`config.mk`:
```
export PLATFORM = sky130hd
export DESIGN_NAME = lstras_mul
export DESIGN_NICKNAME = d
export VERILOG_FILES = /design/src/lstras_pkg.sv /design/src/lstras_mul.sv
export SDC_FILE = /design/constraint.sdc
export NUM_CORES = 2
export LEC_CHECK = 0
export ABC_AREA = 0
export BUFFER_PORTS_ARGS = -buffer_cell sky130_fd_sc_hd__buf_2
export CAP_MARGIN = 20
export CORE_ASPECT_RATIO = 0.6
export CORE_MARGIN = 2
export CORE_UTILIZATION = 59
export CTS_BUF_LIST = sky130_fd_sc_hd__clkbuf_4
export CTS_CLUSTER_SIZE = 25
export DETAILED_ROUTE_END_ITERATION = 12
export PLACE_DENSITY = 0.82
export SKIP_LAST_GASP = 1
export SLEW_MARGIN = 10
export SYNTH_ARGS = -nofsm -noshare
export SYNTH_HDL_FRONTEND = slang
export SYNTH_SLANG_ARGS = --single-unit
```
`constraint.sdc`:
```
create_clock -name clk_i -period 6.2 [get_ports clk_i]
set_input_delay 1.24 -clock clk_i [delete_from_list [all_inputs] [get_ports clk_i]]
set_output_delay 1.24 -clock clk_i [all_outputs]
set_load 0.02 [all_outputs]
```
`src/lstras_pkg.sv`:
```
// ----------------------------------------------------------------------------
// lstras_pkg
// Shared constants and types for the range-add / range-sum tree block.
// ----------------------------------------------------------------------------
package lstras_pkg;

  localparam int unsigned LEAVES_DEF = 1024;
  localparam int unsigned DATA_W     = 64;
  localparam int unsigned IDX_W      = 11;
  localparam int unsigned CMD_W      = 2;

  localparam logic [CMD_W-1:0] CMD_CLEAR = 2'd0;
  localparam logic [CMD_W-1:0] CMD_ADD   = 2'd1;
  localparam logic [CMD_W-1:0] CMD_SUM   = 2'd2;

  // one memory word holds both indexed-tree entries of an element
  typedef struct packed {
    logic [DATA_W-1:0] b1;
    logic [DATA_W-1:0] b2;
  } tree_word_t;

endpackage

```
`src/lstras_mul.sv`:
```
// ----------------------------------------------------------------------------
// lstras_mul
// 64-bit by index multiply modulo 2^64, two 32-bit halves: low half product registered, then summed.
// ----------------------------------------------------------------------------
module lstras_mul
  import lstras_pkg::*;
#(
  parameter int unsigned BW = 11
) (
  input  logic              clk_i,
  input  logic              rst_ni,
  input  logic              start_i,
  input  logic [DATA_W-1:0] a_i,
  input  logic [BW-1:0]     b_i,
  output logic              done_o,
  output logic [DATA_W-1:0] p_o
);

  logic [DATA_W-1:0] a_q;
  logic [BW-1:0]     b_q;
  logic [32+BW-1:0]  lo_q;
  logic [32+BW-1:0]  hi_prod;
  logic [DATA_W-1:0] p_q;
  logic              ph1_q, ph2_q, done_q;

  assign hi_prod = a_q[63:32] * b_q;

  always_ff @(posedge clk_i or negedge rst_ni) begin
    if (!rst_ni) begin
      ph1_q  <= 1'b0;
      ph2_q  <= 1'b0;
      done_q <= 1'b0;
    end else begin
      ph1_q  <= start_i;
      ph2_q  <= ph1_q;
      done_q <= ph2_q;
    end
  end

  always_ff @(posedge clk_i) begin
    if (start_i) begin
      a_q <= a_i;
      b_q <= b_i;
    end
    if (ph1_q) begin
      lo_q <= a_q[31:0] * b_q;
    end
    if (ph2_q) begin
      p_q <= DATA_W'(lo_q) + {hi_prod[31:0], 32'b0};
    end
  end

  assign done_o = done_q;
  assign p_o    = p_q;

endmodule

```
== Word level (Yosys, flattened, before mapping) ==
Cells that the tools add are included.
Storage, ports and cells
  flip-flop bits (word level): 185
  latch bits: 0
  memory bits (writable): 0
  memory bits (read-only): 0
  input port bits: 78
  output and inout bits: 65
  logic and storage cells: 10
  memories kept: 0
Cells by class
  add/subtract/negate cells: 1
  $mul: 2
  divide/modulo/power cells: 0
  magnitude comparators: 0
  equality and inequality tests: 0
  shift-type cells: 0
  multiplexer cells: 0
  bitwise logic cells: 0
  reductions and logical operators: 0
Operator list (number)
  $add A43 B64 Y64: 1
  $mul A32 B11 Y43: 1
  $mul A32 B11 Y32: 1

== Depth between registers and ports, before layout ==
  word-level depth: 2
  mapped depth: 25
  gate-level depth less buffers: 23

== Worst setup path before layout ==
Ideal clock, no wire load.
  path kind: flip-flop to flip-flop
  start: register b_q[5]
  end: register p_q[63] (netlist: p_o[63]), data pin
  library setup time: 260 ps
  arrival: 6243 ps
  required time: 5940 ps
  setup slack: -303 ps
  cell stages (with the launch flop): 23
  path buffers: 2
  period minus slack after synthesis: 6503 ps
  cell sequence: edfxtp_1 -> clkbuf_1 -> clkbuf_1 -> nand2_1 -> fa_1 -> inv_1 -> fa_1 -> fa_1 -> fa_1 -> inv_1 -> fa_1 -> inv_1 -> ha_1 -> a21o_1 -> a221o_1 -> a221oi_2 -> o211ai_2 -> a41oi_1 -> xnor2_1 -> nand4_1 -> or3_4 -> nor4b_4 -> xnor2_1
Between the ends
  word-level cells in the longest chain between the ends: 2
RTL lines
  start: declaration: line lstras_mul.sv:20  | logic [BW-1:0] b_q;
  start signal: assignment: line lstras_mul.sv:43  | b_q <= b_i;
  $mul A32 B11 Y32: line lstras_mul.sv:26  | assign hi_prod = a_q[63:32] * b_q;
  $add A43 B64 Y64: line lstras_mul.sv:49  | p_q <= DATA_W'(lo_q) + {hi_prod[31:0], 32'b0};
  end signal: assignment: line lstras_mul.sv:49
  end: declaration: line lstras_mul.sv:23  | logic [DATA_W-1:0] p_q;
No other way between the ends.
A chain may end at the register's enable or synchronous reset.

== Worst setup path after layout ==
  start: register a_q[35]
  end: register p_q[57] (netlist: p_o[57]), data pin
Between the ends
  word-level cells in the longest chain between the ends: 2
RTL lines
  start: declaration: line lstras_mul.sv:19  | logic [DATA_W-1:0] a_q;
  start signal: assignment: line lstras_mul.sv:42  | a_q <= a_i;
  $mul A32 B11 Y32: line lstras_mul.sv:26
  $add A43 B64 Y64: line lstras_mul.sv:49
No other way between the ends.

==> results.cfg <==
[yosys]
synth_top_area_share_pct = 38.7
avgSynthCellArea_um2 = 10.2
synthesis.area_mm2 = 0.0253
syn-num-nets = 3190
synthCells = 2482
synth-main-ff-cell = edfxtp_1
ys_seq_elements = 185
ys_types = 65
synth.most_common_cell = fa_1
synth_commonest_cells = 489 x fa_1, 482 x nand2_1, 379 x inv_1
synth_edf_count = 182
ys_seq_area_share_pct = 21.9
async_flop_share_pct = 1.62
synth_area_leaders = fa_1 39%, edfxtp_1 22%, nand2_1 7.2%, ha_1 7.0%, and2_1 5.7%
ys_warn_count = 0
netlist.top_cell.by_area = fa_1

[outcome]
status = finished with violations
violations = setup timing

[die]
ioPinCount = 143
die_w_um = 271
fp.dieH_um = 164
die-area_mm2 = 0.0446
num_rows = 58
start_util_pct = 60.1
fp.coreArea_mm2 = 0.0421

[grt]
grt_overflow = 0
grt_max_degree = 61
grt_pass1_wl_um = 105000
grt_pass1_vias = 20148
antenna_found_initial = 3
grt.total_usage_pct = 30.5

[layout]
fillers = 3004
layout-area-overhead-vs-synth_pct = 15.1
ff_latch_area_mm2 = 0.00554
finalNetCount = 3464
drive_above_1_share_pct = 18.8
final_cells = 3341
multi_input_area_mm2 = 0.0183

[critical_path]
cp-start-kind = flip-flop
worstSetupPathType = flip-flop to flip-flop
cp.required_ns = 6.66
arrival_ns = 6.93
crit_path_max_fanout = 5
critPathCaptureType = flip-flop

[cts]
numClockSinks = 185
clkTransAtPathRegs_ns = 0.21
clock_latency_ns = 0.69
h-tree-depth = 4
cts_inserted_buffers = 17
hold_buffers = 0
cts_buffer_depth = 2
root_buffer = clkbuf_4
tritoncts = yes

[sta]
rsz0062_at_grt = true
drv_slew = 0
final_hold_viol_count = 0
slew_headroom_pct = 33.3
fmax_mhz = 155
skew_ns = 0.0362
setup_viol = 9
fin_crit_sh_pct = 104
fin_ws_ns = -0.266
min_period_ns = 6.47
worstMarginPinSlew_ns = 1.00

[placement]
placedCellCount = 3259
gp_congestion = 0.966
numPortBuffers = 142
dp_hpwl_um = 51600

[detailed_routing]
vias_per_cell = 5.73
wl_um = 66500
drt_iter0_markers = 1912
num_vias = 19134
wire_per_inst_um = 19.9
drt_pre_antenna_iters = 6
drcViolationCount = 0
antenna_left = 0

[run]
drv_cap = 0

[min_path]
min_path_type = input pin to asynchronous set/reset pin
==> per-layer routing <==
metal	part of all wire [%]	up-vias	track usage, %	wire length (um)
met5	0.020	-	0	13
met4	2.4	2	8.12	1580
met3	13	158	9.44	8390
li1	-	8232	-	-
met2	43	1183	44.8	28900
met1	42	9559	44.2	27600
==> flip-flops by register name, indices dropped and copies added (netlist names) <==
name and count:
a_q 64, p_o 64, lo_q 43, b_q 11, done_o 1, ph1_q 1, ph2_q 1
==> timing repair <==
action                     CTS  global route
setup buffers               12            34
pin swaps                    8            64
gates cloned                 0             3
resized for setup           26            97
setup endpoints to repair   16            28
==> layout by cell type, fill, tap and decap left out, types with 6 or more instances in the layout <==
| cell type | instances |
|---|---|
| fa_1 | 482 |
| nand2_1 | 477 |
| inv_1 | 374 |
| and2_1 | 226 |
| buf_4 | 215 |
| edfxtp_1 | 182 |
| buf_2 | 143 |
| ha_1 | 131 |
| xnor2_1 | 74 |
| a21oi_1 | 56 |
| nor2_1 | 33 |
| a21o_1 | 33 |
| o21ai_0 | 31 |
| xor2_1 | 29 |
| nand3_1 | 20 |
| clkbuf_4 | 17 |
| buf_6 | 13 |
| nor3_1 | 12 |
| nand2b_1 | 11 |
| buf_12 | 10 |
| a21oi_2 | 8 |
| o211ai_1 | 7 |
| o21ai_2 | 7 |
| a31oi_1 | 7 |
| fa_2 | 7 |
| clkinv_8 | 7 |
| a211oi_1 | 6 |
| ha_4 | 6 |
==> final timing paths <==
| check | startpoint | slack (ns) | cells past startpoint | endpoint |
|---|---|---|---|---|
| max | a_q[35]$_DFFE_PP_ | -0.27 | 24 | p_o[57]$_DFFE_PP_ |
| min | rst_ni | 0.32 | 1 | done_o$_DFF_PN0_ |
| max reg2reg | a_q[35]$_DFFE_PP_ | -0.27 | 24 | p_o[57]$_DFFE_PP_ |
| min reg2reg | lo_q[28]$_DFFE_PP_ | 0.43 | 0 | p_o[28]$_DFFE_PP_ |
| max in group asynchronous | rst_ni | 5.77 | 1 | ph1_q$_DFF_PN0_ |
| min in group clk_i | lo_q[28]$_DFFE_PP_ | 0.43 | 0 | p_o[28]$_DFFE_PP_ |
==> through the flow <==
stage,worst slack [ns],hold WS [ns],TNS (ns),instance area [um2],util [%]
after floorplan,0.00434,0.400,0,25300,-
after global placement,-0.0741,0.401,-0.218,27800,66.1
after detailed placement,-0.222,0.405,-1.26,27800,66.1
after CTS,-0.102,0.267,-0.249,28400,67.5
after global routing,-0.434,0.285,-3.70,29100,69.2
final,-0.266,0.320,-1.34,29100,69.2
==> cell families (layout without fill, tap and decap cells) <==
logic type      count (synthesis)  in the layout  share of synthesized area (%)
buf+inv                       510            797                           7.57
mux                             2              2                         0.0841
other cells                     0              2                              0
simple gates                  843            843                           15.8
compound gates                206            206                           5.29
flops                         185            185                           21.9
fa+ha+maj                     630            630                           45.7
xor+xnor                      106            106                           3.67
==> area by class of cell <==
| type | instances | area share, % |
|---|---|---|
| multi-input combinational | 1787 | 62.9 |
| sequential | 185 | 19.0 |
| clock inverter | 15 | 0.761 |
| timing repair buffer | 386 | 9.55 |
| inverter | 379 | 4.89 |
| tap | 570 | 2.45 |
| antenna | 2 | 0.0172 |
| clock buffer | 17 | 0.438 |
==> critical path, stage by stage, from the launching register on <==
cell and delay [ns]:
edfxtp_1 0.56, buf_6 0.17, and2_1 0.16, fa_1 0.49, fa_1 0.55, fa_1 0.43, fa_1 0.49, inv_1 0.05
fa_1 0.49, inv_2 0.05, ha_4 0.21, a21o_1 0.17, a221o_1 0.39, a221oi_4 0.32, o211ai_2 0.20, buf_4 0.19
buf_6 0.11, a21oi_2 0.09, and4bb_2 0.27, buf_4 0.14, buf_6 0.11, and2_4 0.15, nand4b_1 0.20, nor2_1 0.10
xor2_1 0.17
Power is not shown: default switching activity piles up to over one toggle a cycle in this logic, so the estimate is an artifact.
